$ cat src/hdl/imadec_pkg.sv
// ============================================================================
// imadec_pkg: shared types, constants and functions of the ADPCM voice decoder
// Holds the step table, the index adjustment and the one-nibble decode step.
// ============================================================================
package imadec_pkg;

    localparam int STEP_TABLE_SIZE     = 89;
    localparam int QUEUE_DEPTH_DEFAULT = 2;

    localparam logic [6:0]         MAX_INDEX    = 7'(STEP_TABLE_SIZE - 1);
    localparam logic [18:0]        HEADER_BYTES = 19'd4;
    localparam logic signed [17:0] SAT_POS      = 18'sd32767;
    localparam logic signed [17:0] SAT_NEG      = -18'sd32767;

    localparam logic [1:0] KIND_HEADER  = 2'd0;
    localparam logic [1:0] KIND_DATA    = 2'd1;
    localparam logic [1:0] KIND_RESTART = 2'd2;

    typedef enum logic [1:0] {
        OP_HEADER,
        OP_DATA,
        OP_RESTART
    } op_t;

    // payload: header -> {step index [22:16], predictor [15:0]}; byte in [7:0]
    typedef struct packed {
        op_t         op;
        logic        save_loop;
        logic [22:0] payload;
    } cmd_t;

    typedef struct packed {
        logic signed [15:0] pred;
        logic [6:0]         idx;
    } dec_state_t;

    function automatic logic [15:0] step_value(input logic [6:0] idx);
        logic [15:0] v;
        unique case (idx)
            7'd0:  v = 16'h0007;  7'd1:  v = 16'h0008;  7'd2:  v = 16'h0009;
            7'd3:  v = 16'h000A;  7'd4:  v = 16'h000B;  7'd5:  v = 16'h000C;
            7'd6:  v = 16'h000D;  7'd7:  v = 16'h000E;  7'd8:  v = 16'h0010;
            7'd9:  v = 16'h0011;  7'd10: v = 16'h0013;  7'd11: v = 16'h0015;
            7'd12: v = 16'h0017;  7'd13: v = 16'h0019;  7'd14: v = 16'h001C;
            7'd15: v = 16'h001F;  7'd16: v = 16'h0022;  7'd17: v = 16'h0025;
            7'd18: v = 16'h0029;  7'd19: v = 16'h002D;  7'd20: v = 16'h0032;
            7'd21: v = 16'h0037;  7'd22: v = 16'h003C;  7'd23: v = 16'h0042;
            7'd24: v = 16'h0049;  7'd25: v = 16'h0050;  7'd26: v = 16'h0058;
            7'd27: v = 16'h0061;  7'd28: v = 16'h006B;  7'd29: v = 16'h0076;
            7'd30: v = 16'h0082;  7'd31: v = 16'h008F;  7'd32: v = 16'h009D;
            7'd33: v = 16'h00AD;  7'd34: v = 16'h00BE;  7'd35: v = 16'h00D1;
            7'd36: v = 16'h00E6;  7'd37: v = 16'h00FD;  7'd38: v = 16'h0117;
            7'd39: v = 16'h0133;  7'd40: v = 16'h0151;  7'd41: v = 16'h0173;
            7'd42: v = 16'h0198;  7'd43: v = 16'h01C1;  7'd44: v = 16'h01EE;
            7'd45: v = 16'h0220;  7'd46: v = 16'h0256;  7'd47: v = 16'h0292;
            7'd48: v = 16'h02D4;  7'd49: v = 16'h031C;  7'd50: v = 16'h036C;
            7'd51: v = 16'h03C3;  7'd52: v = 16'h0424;  7'd53: v = 16'h048E;
            7'd54: v = 16'h0502;  7'd55: v = 16'h0583;  7'd56: v = 16'h0610;
            7'd57: v = 16'h06AB;  7'd58: v = 16'h0756;  7'd59: v = 16'h0812;
            7'd60: v = 16'h08E0;  7'd61: v = 16'h09C3;  7'd62: v = 16'h0ABD;
            7'd63: v = 16'h0BD0;  7'd64: v = 16'h0CFF;  7'd65: v = 16'h0E4C;
            7'd66: v = 16'h0FBA;  7'd67: v = 16'h114C;  7'd68: v = 16'h1307;
            7'd69: v = 16'h14EE;  7'd70: v = 16'h1706;  7'd71: v = 16'h1954;
            7'd72: v = 16'h1BDC;  7'd73: v = 16'h1EA5;  7'd74: v = 16'h21B6;
            7'd75: v = 16'h2515;  7'd76: v = 16'h28CA;  7'd77: v = 16'h2CDF;
            7'd78: v = 16'h315B;  7'd79: v = 16'h364B;  7'd80: v = 16'h3BB9;
            7'd81: v = 16'h41B2;  7'd82: v = 16'h4844;  7'd83: v = 16'h4F7E;
            7'd84: v = 16'h5771;  7'd85: v = 16'h602F;  7'd86: v = 16'h69CE;
            7'd87: v = 16'h7462;  7'd88: v = 16'h7FFF;
            default: v = 16'h7FFF;
        endcase
        return v;
    endfunction

    function automatic logic signed [8:0] index_adjust(input logic [2:0] code);
        logic signed [8:0] a;
        unique case (code)
            3'd4:    a = 9'sd2;
            3'd5:    a = 9'sd4;
            3'd6:    a = 9'sd6;
            3'd7:    a = 9'sd8;
            default: a = -9'sd1;
        endcase
        return a;
    endfunction

    function automatic dec_state_t decode_nibble(
        input logic signed [15:0] pred,
        input logic [6:0]         idx_in,
        input logic [3:0]         nib
    );
        logic [6:0]         idx;
        logic [15:0]        val;
        logic [16:0]        diff;
        logic signed [17:0] acc;
        logic signed [8:0]  ni;
        dec_state_t         res;
        idx  = (idx_in > MAX_INDEX) ? MAX_INDEX : idx_in;
        val  = step_value(idx);
        diff = {4'b0, val[15:3]};
        if (nib[0])
            diff = diff + {3'b0, val[15:2]};
        if (nib[1])
            diff = diff + {2'b0, val[15:1]};
        if (nib[2])
            diff = diff + {1'b0, val};
        if (nib[3])
        begin
            acc = {{2{pred[15]}}, pred} - $signed({1'b0, diff});
            if (acc < SAT_NEG)
                acc = SAT_NEG;
        end
        else
        begin
            acc = {{2{pred[15]}}, pred} + $signed({1'b0, diff});
            if (acc > SAT_POS)
                acc = SAT_POS;
        end
        ni = $signed({2'b0, idx}) + index_adjust(nib[2:0]);
        if (ni < 9'sd0)
            ni = 9'sd0;
        else if (ni > $signed({2'b0, MAX_INDEX}))
            ni = $signed({2'b0, MAX_INDEX});
        res.pred = acc[15:0];
        res.idx  = ni[6:0];
        return res;
    endfunction

endpackage

$ cat src/hdl/ima_adpcm_voice_decoder.sv
// ============================================================================
// ima_adpcm_voice_decoder: 4-bit IMA ADPCM decoder for one voice
// Front end, command queue and decode stage with a registered output.
// ============================================================================
// A header transfer loads the predictor and step index and yields no sample;
// a data byte yields two samples, low nibble first, the second with tlast; a
// loop restart yields the saved predictor and then its decoded high nibble.
// The decode stage runs one nibble per cycle while the output register is
// free, through a single step-table lookup, adder and saturation; a data
// byte or restart occupies it for a low and a high half and a header only
// loads its state, while the queue takes further items. The output register
// is reloaded in the cycle its sample is taken, so a stalled sink holds byte
// and restart steps while the queue keeps accepting until it is full. An
// item's first sample goes from the queue entry to the output register.
// Write loop_start_byte only while the decoder is idle.
module ima_adpcm_voice_decoder
#(
    parameter int QUEUE_DEPTH = imadec_pkg::QUEUE_DEPTH_DEFAULT
)
(
    input  logic                 clk,
    input  logic                 rst_n,
    input  logic                 s_tvalid,
    output logic                 s_tready,
    input  logic [31:0]          s_tdata,   // data
    input  logic [1:0]           s_tuser,   // kind
    output logic                 m_tvalid,
    input  logic                 m_tready,
    output logic signed [15:0]   m_tdata,   // sample
    output logic                 m_tlast,
    input  logic                 cfg_valid,
    output logic                 cfg_ready,
    input  logic [17:0]          cfg_data   // loop_start_byte
);

    logic             push_valid;
    logic             push_ready;
    imadec_pkg::cmd_t push_cmd;
    logic             q_valid;
    logic             q_ready;
    imadec_pkg::cmd_t q_cmd;

    imadec_front u_front
    (
        .clk        (clk),
        .rst_n      (rst_n),
        .s_tvalid   (s_tvalid),
        .s_tready   (s_tready),
        .s_tdata    (s_tdata),
        .s_tuser    (s_tuser),
        .cfg_valid  (cfg_valid),
        .cfg_ready  (cfg_ready),
        .cfg_data   (cfg_data),
        .push_valid (push_valid),
        .push_ready (push_ready),
        .push_cmd   (push_cmd)
    );

    imadec_queue #(
        .DEPTH (QUEUE_DEPTH)
    ) u_queue
    (
        .clk        (clk),
        .rst_n      (rst_n),
        .push_valid (push_valid),
        .push_ready (push_ready),
        .push_cmd   (push_cmd),
        .pop_valid  (q_valid),
        .pop_ready  (q_ready),
        .pop_cmd    (q_cmd)
    );

    imadec_back u_back
    (
        .clk      (clk),
        .rst_n    (rst_n),
        .q_valid  (q_valid),
        .q_ready  (q_ready),
        .q_cmd    (q_cmd),
        .m_tvalid (m_tvalid),
        .m_tready (m_tready),
        .m_tdata  (m_tdata),
        .m_tlast  (m_tlast)
    );

endmodule

$ cat src/hdl/imadec_front.sv
// ============================================================================
// imadec_front: input acceptance and classification
// Turns input transfers into decode commands, drops stray kinds, tracks the
// byte offset and marks the byte whose low nibble sets the loop point.
// ============================================================================
module imadec_front
(
    input  logic                 clk,
    input  logic                 rst_n,
    input  logic                 s_tvalid,
    output logic                 s_tready,
    input  logic [31:0]          s_tdata,   // data
    input  logic [1:0]           s_tuser,   // kind
    input  logic                 cfg_valid,
    output logic                 cfg_ready,
    input  logic [17:0]          cfg_data,  // loop_start_byte
    output logic                 push_valid,
    input  logic                 push_ready,
    output imadec_pkg::cmd_t     push_cmd
);

    logic [17:0] loop_start_reg;
    logic [18:0] offset_reg;
    logic [18:0] offset_next;
    logic [6:0]  hdr_idx;
    logic        accept;
    logic        known;

    assign cfg_ready = 1'b1;
    assign s_tready  = push_ready;
    assign accept    = s_tvalid && s_tready;

    assign hdr_idx = (s_tdata[22:16] > imadec_pkg::MAX_INDEX) ?
                     imadec_pkg::MAX_INDEX : s_tdata[22:16];

    always_comb
    begin
        known                = 1'b1;
        offset_next          = offset_reg;
        push_cmd.op          = imadec_pkg::OP_DATA;
        push_cmd.save_loop   = 1'b0;
        push_cmd.payload     = {hdr_idx, s_tdata[15:0]};
        unique case (s_tuser)
            imadec_pkg::KIND_HEADER:
            begin
                push_cmd.op = imadec_pkg::OP_HEADER;
                offset_next = imadec_pkg::HEADER_BYTES;
            end
            imadec_pkg::KIND_DATA:
            begin
                push_cmd.op        = imadec_pkg::OP_DATA;
                push_cmd.save_loop = (offset_reg == {1'b0, loop_start_reg});
                offset_next        = offset_reg + 19'd1;
            end
            imadec_pkg::KIND_RESTART:
            begin
                push_cmd.op = imadec_pkg::OP_RESTART;
                offset_next = {1'b0, loop_start_reg} + 19'd1;
            end
            default:
            begin
                known = 1'b0;
            end
        endcase
    end

    assign push_valid = s_tvalid && known;

    always_ff @(posedge clk or negedge rst_n)
    begin
        if (!rst_n)
        begin
            loop_start_reg <= '0;
            offset_reg     <= '0;
        end
        else
        begin
            if (cfg_valid && cfg_ready)
                loop_start_reg <= cfg_data;
            if (accept)
                offset_reg <= offset_next;
        end
    end

endmodule

$ cat src/hdl/imadec_queue.sv
// ============================================================================
// imadec_queue: short command queue
// Decouples the front from the decode stage so that each can stall alone.
// ============================================================================
module imadec_queue
#(
    parameter int DEPTH = imadec_pkg::QUEUE_DEPTH_DEFAULT
)
(
    input  logic                 clk,
    input  logic                 rst_n,
    input  logic                 push_valid,
    output logic                 push_ready,
    input  imadec_pkg::cmd_t     push_cmd,
    output logic                 pop_valid,
    input  logic                 pop_ready,
    output imadec_pkg::cmd_t     pop_cmd
);

    localparam int AW = (DEPTH > 1) ? $clog2(DEPTH) : 1;
    localparam int CW = $clog2(DEPTH + 1);

    imadec_pkg::cmd_t entry_reg [DEPTH];
    logic [AW-1:0]    wr_ptr_reg;
    logic [AW-1:0]    rd_ptr_reg;
    logic [CW-1:0]    count_reg;
    logic             do_push;
    logic             do_pop;

    assign push_ready = (count_reg != CW'(DEPTH));
    assign pop_valid  = (count_reg != '0);
    assign pop_cmd    = entry_reg[rd_ptr_reg];
    assign do_push    = push_valid && push_ready;
    assign do_pop     = pop_valid && pop_ready;

    always_ff @(posedge clk)
    begin
        if (do_push)
            entry_reg[wr_ptr_reg] <= push_cmd;
    end

    always_ff @(posedge clk or negedge rst_n)
    begin
        if (!rst_n)
        begin
            wr_ptr_reg <= '0;
            rd_ptr_reg <= '0;
            count_reg  <= '0;
        end
        else
        begin
            if (do_push)
                wr_ptr_reg <= (wr_ptr_reg == AW'(DEPTH - 1)) ? '0 : wr_ptr_reg + 1'b1;
            if (do_pop)
                rd_ptr_reg <= (rd_ptr_reg == AW'(DEPTH - 1)) ? '0 : rd_ptr_reg + 1'b1;
            if (do_push && !do_pop)
                count_reg <= count_reg + 1'b1;
            else if (do_pop && !do_push)
                count_reg <= count_reg - 1'b1;
        end
    end

endmodule

$ cat src/hdl/imadec_back.sv
// ============================================================================
// imadec_back: decode stage and output register
// Runs one nibble step per cycle unless its output waits, saves and restores
// the loop point and holds each sample in its output register until taken.
// ============================================================================
module imadec_back
(
    input  logic                 clk,
    input  logic                 rst_n,
    input  logic                 q_valid,
    output logic                 q_ready,
    input  imadec_pkg::cmd_t     q_cmd,
    output logic                 m_tvalid,
    input  logic                 m_tready,
    output logic signed [15:0]   m_tdata,   // sample
    output logic                 m_tlast
);

    logic signed [15:0]     pred_reg;
    logic signed [15:0]     pred_next;
    logic [6:0]             idx_reg;
    logic [6:0]             idx_next;
    logic signed [15:0]     loop_pred_reg;
    logic signed [15:0]     loop_pred_next;
    logic [6:0]             loop_idx_reg;
    logic [6:0]             loop_idx_next;
    logic                   phase_reg;
    logic                   phase_next;
    logic                   out_valid_reg;
    logic signed [15:0]     out_sample_reg;
    logic signed [15:0]     out_sample_next;
    logic                   out_last_reg;
    logic                   out_last_next;
    logic                   out_load;
    logic                   out_free;
    logic                   step;
    logic [3:0]             nib;
    imadec_pkg::dec_state_t dec;

    assign out_free = !out_valid_reg || m_tready;
    assign step     = q_valid && ((q_cmd.op == imadec_pkg::OP_HEADER) || out_free);
    assign nib      = phase_reg ? q_cmd.payload[7:4] : q_cmd.payload[3:0];
    assign dec      = imadec_pkg::decode_nibble(pred_reg, idx_reg, nib);

    always_comb
    begin
        pred_next       = pred_reg;
        idx_next        = idx_reg;
        loop_pred_next  = loop_pred_reg;
        loop_idx_next   = loop_idx_reg;
        phase_next      = phase_reg;
        out_load        = 1'b0;
        out_sample_next = dec.pred;
        out_last_next   = phase_reg;
        q_ready         = 1'b0;
        if (step)
        begin
            unique case (q_cmd.op)
                imadec_pkg::OP_HEADER:
                begin
                    pred_next      = q_cmd.payload[15:0];
                    idx_next       = q_cmd.payload[22:16];
                    loop_pred_next = q_cmd.payload[15:0];
                    loop_idx_next  = q_cmd.payload[22:16];
                    q_ready        = 1'b1;
                end
                imadec_pkg::OP_DATA:
                begin
                    pred_next  = dec.pred;
                    idx_next   = dec.idx;
                    out_load   = 1'b1;
                    phase_next = !phase_reg;
                    q_ready    = phase_reg;
                    if (!phase_reg && q_cmd.save_loop)
                    begin
                        loop_pred_next = dec.pred;
                        loop_idx_next  = dec.idx;
                    end
                end
                imadec_pkg::OP_RESTART:
                begin
                    out_load   = 1'b1;
                    phase_next = !phase_reg;
                    q_ready    = phase_reg;
                    if (!phase_reg)
                    begin
                        pred_next       = loop_pred_reg;
                        idx_next        = loop_idx_reg;
                        out_sample_next = loop_pred_reg;
                    end
                    else
                    begin
                        pred_next = dec.pred;
                        idx_next  = dec.idx;
                    end
                end
                default:
                begin
                    q_ready = 1'b1;
                end
            endcase
        end
    end

    always_ff @(posedge clk or negedge rst_n)
    begin
        if (!rst_n)
        begin
            pred_reg      <= '0;
            idx_reg       <= '0;
            loop_pred_reg <= '0;
            loop_idx_reg  <= '0;
            phase_reg     <= 1'b0;
            out_valid_reg <= 1'b0;
        end
        else
        begin
            pred_reg      <= pred_next;
            idx_reg       <= idx_next;
            loop_pred_reg <= loop_pred_next;
            loop_idx_reg  <= loop_idx_next;
            phase_reg     <= phase_next;
            if (out_load)
                out_valid_reg <= 1'b1;
            else if (m_tready)
                out_valid_reg <= 1'b0;
        end
    end

    always_ff @(posedge clk)
    begin
        if (out_load)
        begin
            out_sample_reg <= out_sample_next;
            out_last_reg   <= out_last_next;
        end
    end

    assign m_tvalid = out_valid_reg;
    assign m_tdata  = out_sample_reg;
    assign m_tlast  = out_last_reg;

    a_index_in_range: assert property (@(posedge clk) disable iff (!rst_n)
        (idx_reg <= imadec_pkg::MAX_INDEX) && (loop_idx_reg <= imadec_pkg::MAX_INDEX))
        else $error("step index beyond table");

    a_second_half_holds_cmd: assert property (@(posedge clk) disable iff (!rst_n)
        phase_reg |-> q_valid && ((q_cmd.op == imadec_pkg::OP_DATA) ||
                                  (q_cmd.op == imadec_pkg::OP_RESTART)))
        else $error("second half without its byte command");

    a_first_half_advances: assert property (@(posedge clk) disable iff (!rst_n)
        (step && !phase_reg && ((q_cmd.op == imadec_pkg::OP_DATA) ||
                                (q_cmd.op == imadec_pkg::OP_RESTART))) |=> phase_reg)
        else $error("first half did not advance to second half");

endmodule

$ cat config.mk
export PLATFORM = sky130hd
export DESIGN_NAME = ima_adpcm_voice_decoder
export DESIGN_NICKNAME = d
export VERILOG_FILES = /design/src/hdl/imadec_pkg.sv /design/src/hdl/ima_adpcm_voice_decoder.sv /design/src/hdl/imadec_front.sv /design/src/hdl/imadec_queue.sv /design/src/hdl/imadec_back.sv
export SDC_FILE = /design/constraint.sdc
export NUM_CORES = 1
export LEC_CHECK = 0
export BUFFER_PORTS_ARGS = -buffer_cell sky130_fd_sc_hd__buf_2
export CORE_ASPECT_RATIO = 0.75
export CORE_MARGIN = 5
export CORE_UTILIZATION = 45
export CTS_BUF_LIST = sky130_fd_sc_hd__clkbuf_4 sky130_fd_sc_hd__clkbuf_8
export DETAILED_ROUTE_END_ITERATION = 7
export GPL_TIMING_DRIVEN = 0
export SYNTH_ARGS = -nofsm -noshare
export SYNTH_HDL_FRONTEND = slang
export SYNTH_SLANG_ARGS = --single-unit
$ cat constraint.sdc
create_clock -name clk -period 9.25 [get_ports clk]
set_input_delay 0.4625 -clock clk [delete_from_list [all_inputs] [get_ports clk]]
set_output_delay 0.4625 -clock clk [all_outputs]
set_load 0.05 [all_outputs]
Word-level counts from Yosys, hierarchy flattened
Memories as Yosys holds them, arrays and structs flattened.
Index checks and enable logic that the tools add are counted.
Widths: inputs -> output; s select.
{"block": "classes", "eq_ne": 11, "addsub": 12, "order_cmp": 6, "n_reduce_logical": 28, "n_mux": 38}
{"op": "$mux 16", "count": 7}
{"op": "$pmux 19 s3", "count": 1}
{"op": "$mux 17", "count": 3}
{"op": "$pmux 16 s3", "count": 1}
{"op": "$mux 7", "count": 6}
{"op": "$pmux 9 s4", "count": 1}
{"op": "$pmux 16 s2", "count": 1}
{"op": "$pmux 7 s3", "count": 1}
{"op": "$add 18x1->19 const B", "count": 1}
{"op": "$add 19x1->19 const B", "count": 1}
{"op": "$eq 19x18->1", "count": 1}
{"op": "$add 18x17->18", "count": 1}
{"op": "$gt 18x16->1 const B", "count": 1}
{"op": "$lt 18x16->1 const B", "count": 1}
{"op": "$sub 18x17->18", "count": 1}
{"op": "$add 17x15->17", "count": 1}
{"op": "$add 17x16->17", "count": 1}
{"op": "$add 13x14->15", "count": 1}
{"op": "$gt 7x7->1 const B", "count": 2}
{"op": "$pmux 7 s2", "count": 1}
{"op": "$eq 3x3->1 const B", "count": 4}
{"op": "$mux 1", "count": 12}
{"op": "$add 8x9->9", "count": 1}
{"op": "$gt 9x8->1 const B", "count": 1}
{"op": "other kinds (21)", "count": 43}
{"block": "word_totals", "ram_bits": 52, "out_inout_bits": 20, "rom_bits": 1920, "n_memories": 2, "reg_bits": 106, "elab_cells": 110, "inputBits": 57}
{"name": "(name not given)", "depth": 128, "width": 15, "read_ports": 1, "rd_clocked_by_memory_dff": 0, "write_ports": 0, "line": "imadec_pkg.sv:39", "source": "unique case (idx)"}
{"name": "u_queue.entry_reg", "depth": 2, "width": 26, "read_ports": 1, "rd_clocked_by_memory_dff": 0, "write_ports": 1, "line": "imadec_queue.sv:23", "source": "imadec_pkg::cmd_t entry_reg [DEPTH];"}

Longest topological paths before layout
An unclocked memory read counts as a cell.
{"block": "depth", "ltp_word": 16, "ltp_mapped": 54, "depth_no_buf": 50}

Modules after synthesis
A second synthesis with hierarchy kept.
{"block": "hier_totals", "cells_unflattened": 1738, "area_unflattened_um2": 15008.1}
{"module": "imadec_back", "area_each_um2": 9898.2, "instances": 1, "cells_per_inst": 1335}
{"module": "imadec_front", "area_each_um2": 2939.1, "instances": 1, "cells_per_inst": 304}
{"module": "imadec_queue", "area_each_um2": 2170.8, "instances": 1, "cells_per_inst": 99}

Worst setup path before layout
OpenSTA, ideal clock, no wires.
{"block": "synth_path", "path_type": "register to register", "startpoint": "register u_back.idx_reg[5]", "endpoint": "register u_back.out_sample_reg[13] (netlist: u_back.m_tdata[13]), data pin", "synth_period_minus_slack_ns": 9.753, "stages_incl_launch_ff": 52, "t_required_ns": 8.980, "path_slack_ns": -0.503, "arrival_ns": 9.482, "n_path_buf": 4, "setup_time_ns": 0.270, "cell_sequence": "dfrtp_1 -> clkbuf_1 -> a21o_1 -> nand2_1 -> nand2_1 -> ha_1 -> buf_1 -> a21oi_1 -> nor2_1 -> a311o_1 -> o21ai_0 -> a31oi_1 -> a211o_1 -> inv_1 -> ha_1 -> inv_1 -> fa_1 -> nor2b_1 -> [16 not listed] -> or3_1 -> o211ai_1 -> xor2_1 -> nand2_1 -> o21a_1 -> ha_1 -> buf_2 -> inv_1 -> o21a_1 -> o31ai_1 -> or4_1 -> or4_1 -> nor4_1 -> a311o_2 -> a21oi_2 -> buf_6 -> a22oi_1 -> a21oi_1"}
{"block": "synth_between", "elab_chain_cells": 16}
{"item": "from (decl)", "line": "imadec_back.sv:21", "source": "logic [6:0] idx_reg;"}
{"item": "from (signal assigned)", "line": "imadec_back.sv:119", "source": "idx_reg <= idx_next;"}
{"item": "$gt 7x7->1", "line": "imadec_pkg.sv:98", "source": "idx = (idx_in > MAX_INDEX) ? MAX_INDEX : idx_in;"}
{"item": "$mux 7 (*)", "line": "imadec_pkg.sv:98"}
{"item": "$mem_v2 128x15 (*)"}
{"item": "$add 13x14->15", "line": "imadec_pkg.sv:102", "source": "diff = diff + {3'b0, val[15:2]};"}
{"item": "$mux 17", "line": "imadec_pkg.sv:101", "source": "if (nib[0])"}
{"item": "$add 17x15->17", "line": "imadec_pkg.sv:104", "source": "diff = diff + {2'b0, val[15:1]};"}
{"item": "$mux 17", "line": "imadec_pkg.sv:103", "source": "if (nib[1])"}
{"item": "$add 17x16->17", "line": "imadec_pkg.sv:106", "source": "diff = diff + {1'b0, val};"}
{"item": "$mux 17 (*)", "line": "imadec_pkg.sv:105", "source": "if (nib[2])"}
{"item": "$add 18x17->18 / $sub 18x17->18 (equally long branches)", "line": "imadec_pkg.sv:115, imadec_pkg.sv:109"}
{"item": "$gt 18x16->1 / $lt 18x16->1 (equally long branches)", "line": "imadec_pkg.sv:116, imadec_pkg.sv:110"}
{"item": "$mux 16, on equally long branches", "line": "imadec_pkg.sv:116, imadec_pkg.sv:110"}
{"item": "$mux 16 (*)", "line": "imadec_pkg.sv:107", "source": "if (nib[3])"}
{"item": "$mux 16", "line": "imadec_back.sv:85", "source": "if (!phase_reg)"}
{"item": "$mux 16", "line": "imadec_back.sv:58", "source": "unique case (q_cmd.op)"}
{"item": "$mux 16 (*)", "line": "imadec_back.sv:56", "source": "if (step)"}
{"item": "named net u_back.out_sample_next[13]", "line": "imadec_back.sv:31", "source": "logic signed [15:0] out_sample_next;"}
{"item": "to (signal assigned)", "line": "imadec_back.sv:134", "source": "out_sample_reg <= out_sample_next;"}
{"item": "to (decl)", "line": "imadec_back.sv:30", "source": "logic signed [15:0] out_sample_reg;"}
Mark *: on every way through the listed nets, which the timed path passes. The rest lies on a longest branch.
A chain may end at the register's enable or synchronous reset.

Final worst setup path
{"block": "layout_path", "startpoint": "register u_back.idx_reg[5]", "endpoint": "register u_back.out_sample_reg[4] (netlist: u_back.m_tdata[4]), data pin"}
The elaborated chain is that of the path after synthesis.

==> report_table.html <==
<table>
<tr><th>Metric</th><th>Value</th></tr>
<tr><th colspan="2">Status</th></tr>
<tr><td>Status</td><td>complete, but fails checks</td></tr>
<tr><td>Violations in the final reports</td><td>negative setup slack</td></tr>
<tr><th colspan="2">Yosys</th></tr>
<tr><td>Post-Synthesis Net Count</td><td>1862</td></tr>
<tr><td>Post-Synthesis Cells</td><td>1695</td></tr>
<tr><td>Most instantiated flip-flop cell in the synthesis netlist</td><td>dfrtp_1</td></tr>
<tr><td>Cell Area, Synth</td><td>14300 µm²</td></tr>
<tr><td>Synth async-reset ratio</td><td>0.563</td></tr>
<tr><td>Sequential fraction of the synthesis area</td><td>0.301</td></tr>
<tr><td>Count of flip-flops with a built-in enable after synthesis</td><td>69</td></tr>
<tr><td>Avg Synthesized Cell Area</td><td>8.42 µm²</td></tr>
<tr><td>Synth cell types</td><td>81</td></tr>
<tr><td>Seq cells post-synth</td><td>158</td></tr>
<tr><td>Count of yosys warnings during synthesis</td><td>0</td></tr>
<tr><th colspan="2">Global route</th></tr>
<tr><td>M3 GR Usage</td><td>0.0536</td></tr>
<tr><td>Wire length of the first global-routing pass</td><td>75900 µm</td></tr>
<tr><td>Met2 Usage GRT</td><td>0.381</td></tr>
<tr><td>Congestion Overflow GR</td><td>0</td></tr>
<tr><td>All-Layer GR Usage</td><td>0.267</td></tr>
<tr><td>Number of antenna violations at the first check in global routing</td><td>0</td></tr>
<tr><td>Met1 usage in global routing</td><td>0.416</td></tr>
<tr><td>Largest net degree at the start of global routing</td><td>62</td></tr>
<tr><td>Via count of the first global-routing pass</td><td>13400</td></tr>
<tr><td>Most crowded layer after global routing</td><td>met1</td></tr>
<tr><th colspan="2">Drt</th></tr>
<tr><td>Wirelength, routed</td><td>48100 µm</td></tr>
<tr><td>Ratio of routed vias to standard cells</td><td>6.21</td></tr>
<tr><td>Count of TritonRoute iterations in the first routing pass</td><td>7</td></tr>
<tr><td>Total vias in the final route</td><td>14100</td></tr>
<tr><td>Antenna-violating nets left</td><td>0</td></tr>
<tr><td>Wire length per cell after detailed routing</td><td>21.2 µm</td></tr>
<tr><td>DRC violation total after the first TritonRoute iteration</td><td>1359</td></tr>
<tr><td>DRC violation count after routing</td><td>0</td></tr>
<tr><th colspan="2">Critical path</th></tr>
<tr><td>Max Fanout on Critical Path</td><td>8</td></tr>
<tr><td>Category of cells accounting for the largest share of critical-path delay</td><td>compound AO/OA/AOI/OAI gates</td></tr>
<tr><td>Worst setup path class</td><td>reg2reg</td></tr>
<tr><td>Worst setup path endpoint</td><td>u_back.m_tdata[4]</td></tr>
<tr><td>Worst-case register-to-register setup slack</td><td>-0.38 ns</td></tr>
<tr><td>Element type at the critical path start</td><td>flop</td></tr>
<tr><td>End of the worst register-to-register path</td><td>u_back.m_tdata[4]</td></tr>
<tr><td>Crit path DAT</td><td>9.83 ns</td></tr>
<tr><td>Critical R2R Launch</td><td>u_back.idx_reg[5]</td></tr>
<tr><td>Crit-path most repeated cell</td><td>o21ai_2</td></tr>
<tr><td>Crit path largest cell delay</td><td>0.53 ns</td></tr>
<tr><td>Cell with the largest stage delay on the worst path</td><td>or4_1</td></tr>
<tr><td>Critical Path Source</td><td>u_back.idx_reg[5]</td></tr>
<tr><td>Critical Path Stages</td><td>50</td></tr>
<tr><td>Crit path buf inv count</td><td>5</td></tr>
<tr><td>Worst reg2reg path depth</td><td>50</td></tr>
<tr><td>Critical path capture point type</td><td>flop</td></tr>
<tr><td>Critical path data required time</td><td>9.45 ns</td></tr>
<tr><th colspan="2">Placed design</th></tr>
<tr><td>Placed cells</td><td>2169</td></tr>
<tr><td>Number of port buffers</td><td>65</td></tr>
<tr><td>Final GP Congestion</td><td>0.951</td></tr>
<tr><td>Detailed Place HPWL</td><td>35700 µm</td></tr>
<tr><th colspan="2">Clock tree</th></tr>
<tr><td>Number of buffers added by the clock tree synthesis step</td><td>17</td></tr>
<tr><td>Clock Sinks</td><td>158</td></tr>
<tr><td>Clock latency on the worst-skew pair</td><td>0.48 ns</td></tr>
<tr><td>Buffer levels on the longest clock path</td><td>2</td></tr>
<tr><td>CTS root buf</td><td>clkbuf_8</td></tr>
<tr><td>Clock transition at the registers of the reported paths</td><td>0.10 ns</td></tr>
<tr><td>Clock H-tree levels</td><td>4</td></tr>
<tr><td>TritonCTS clock tree</td><td>yes</td></tr>
<tr><th colspan="2">STA</th></tr>
<tr><td>Pins Over Slew Limit</td><td>0</td></tr>
<tr><td>Period minus WS final</td><td>9.63 ns</td></tr>
<tr><td>Final worst path period share</td><td>1.04</td></tr>
<tr><td>RSZ-0062 raised after global routing</td><td>yes</td></tr>
<tr><td>Worst Skew</td><td>0.0262 ns</td></tr>
<tr><td>Setup TNS</td><td>-13.34 ns</td></tr>
<tr><td>Maximum frequency from static timing analysis</td><td>0.104 GHz</td></tr>
<tr><td>Rel. slew slack</td><td>0.368</td></tr>
<tr><td>Number of failing setup endpoints in the final timing report</td><td>48</td></tr>
<tr><td>Final hold viol count</td><td>0</td></tr>
<tr><td>Worst path setup slack after routing</td><td>-0.385 ns</td></tr>
<tr><td>Transition time at the pin with the least slew margin</td><td>0.940 ns</td></tr>
<tr><th colspan="2">Floorplanning</th></tr>
<tr><td>Placement Rows</td><td>56</td></tr>
<tr><td>Placeable Area</td><td>31300 µm²</td></tr>
<tr><td>Die area</td><td>35400 µm²</td></tr>
<tr><td>Die height</td><td>164 µm</td></tr>
<tr><td>Number of primary I/O pins</td><td>77</td></tr>
<tr><td>Initial Utilization</td><td>0.457</td></tr>
<tr><td>Die W</td><td>216 µm</td></tr>
<tr><th colspan="2">Min path</th></tr>
<tr><td>Number of stages on the worst hold path</td><td>1</td></tr>
<tr><td>Path category of the worst min-delay check</td><td>in2reg</td></tr>
<tr><td>Hold path start</td><td>s_tdata[7]</td></tr>
<tr><th colspan="2">Flow run</th></tr>
<tr><td>Number of maximum-capacitance constraint violations</td><td>0</td></tr>
<tr><th colspan="2">Final layout</th></tr>
<tr><td>Final net count</td><td>2015</td></tr>
<tr><td>Leading cell types in the layout, fill and taps excluded</td><td>nand2_1, nor2_1, a21oi_1, o21ai_0, ha_1</td></tr>
<tr><td>Number of inserted filler cells in the final layout</td><td>2882</td></tr>
<tr><td>Number of flip-flops under the largest register name</td><td>52</td></tr>
<tr><td>Number of antenna diodes</td><td>0</td></tr>
<tr><td>Synthesis-to-layout area growth</td><td>19.0%</td></tr>
<tr><td>Count of non-filler cells in the finished layout</td><td>2267</td></tr>
<tr><td>Fraction of final layout cells with drive strength greater than 1</td><td>0.222</td></tr>
<tr><td>Most common cell after layout, fill and taps aside</td><td>nand2_1</td></tr>
</table>
[through the flow]
step                hold slack (ns)  utilization  instance area (µm²)  worst slack, ns
finish                        0.173        0.543                17000           -0.385
global route                  0.132        0.543                17000           -0.817
global placement              0.468        0.486                15200            -2.55
CTS                           0.151        0.538                16800           -0.218
detailed placement            0.420        0.488                15200            -2.52
floorplan                     0.167            -                14300          0.00536
[metal layers]
metal / vias up / wire length [µm]
met2: 627 / 19600
li1: 6574 / -
met4: 0 / 658
met3: 69 / 4410
met1: 6818 / 23500
met5: - / 0
[synth_stat cells, types with 11 or more instances]
master      n  area (µm²)
a22oi_1    14         105
nor2b_1    18         113
nand2b_1   20         125
xnor2_1    63         552
or3_1      12        75.1
mux2_2     44         495
a22o_1     12         105
nor3_1     40         200
o22ai_1    18         113
o31ai_1    15         113
a21o_1     24         180
dfrtp_1    89        2230
a221oi_1   21         184
buf_2      11        55.1
inv_1      76         285
a211oi_1   26         195
edfxtp_1   69        2070
mux2i_1    37         370
o211ai_1   14         105
nand3_1    37         185
xor2_1     22         193
o21ai_0   134         671
ha_1      104        1300
nor2_1    137         514
nand2_1   140         526
o21bai_1   12        90.1
a21oi_1   150         751
a31oi_1    31         194
and2_1     15        93.8
o21a_1     18         135
clkbuf_1   88         330
[worst min path at each step]
stage                                    endpoint
after detailed placement   u_front.offset_reg[16]
after global placement     u_back.loop_idx_reg[6]
final                     u_queue.entry_reg[1][7]
after CTS                 u_queue.entry_reg[1][7]
after global routing      u_queue.entry_reg[1][7]
after floorplan                 u_back.idx_reg[0]
[area by class of cell]
class / count / area, µm² / share of cell area
well taps: 406 / 508 / 0.0299
repair buffers: 143 / 963 / 0.0567
clock buffers: 17 / 234 / 0.0138
plain buffers: 103 / 504 / 0.0297
multi-input cells: 1344 / 9970 / 0.587
clock inverters: 15 / 179 / 0.0105
inverters: 81 / 318 / 0.0187
flip-flops and latches: 158 / 4300 / 0.253
[what timing repair did]
| action | in CTS | in global routing |
|---|---|---|
| gates resized for setup | 182 | 34 |
| pin swaps | 87 | 47 |
| hold buffers | 1 | 0 |
| endpoints found under the hold margin | 28 | 0 |
| gates cloned | 1 | 0 |
| endpoints found under the setup margin | 48 | 48 |
| setup buffers | 65 | 8 |
[worst reg2reg max path: cells and delay by family, from the launching register on]
family / cells / cell delay [ns]
adders and majority gates: 6 / 1.39
DFF: 1 / 0.45
xor gates and xnor gates: 2 / 0.24
buffers and inverters: 5 / 0.49
muxes: 1 / 0.28
and+or+nand+nor: 14 / 2.68
AOI/OAI and AO/OA: 22 / 3.88
[cell families after synthesis]
| kind of cell | after synthesis | share of synthesized area |
|---|---|---|
| XOR/XNOR | 86 | 0.0533 |
| multiplexers | 86 | 0.0680 |
| AO/OA/AOI/OAI | 582 | 0.267 |
| other | 1 | 0.000263 |
| flip-flops | 158 | 0.301 |
| buffers and inverters | 193 | 0.0533 |
| adder cells (fa/ha/maj) | 110 | 0.0996 |
| AND/OR/NAND/NOR | 479 | 0.157 |
Power is not shown: default switching activity piles up to over one toggle a cycle in this logic, so the estimate is an artifact.
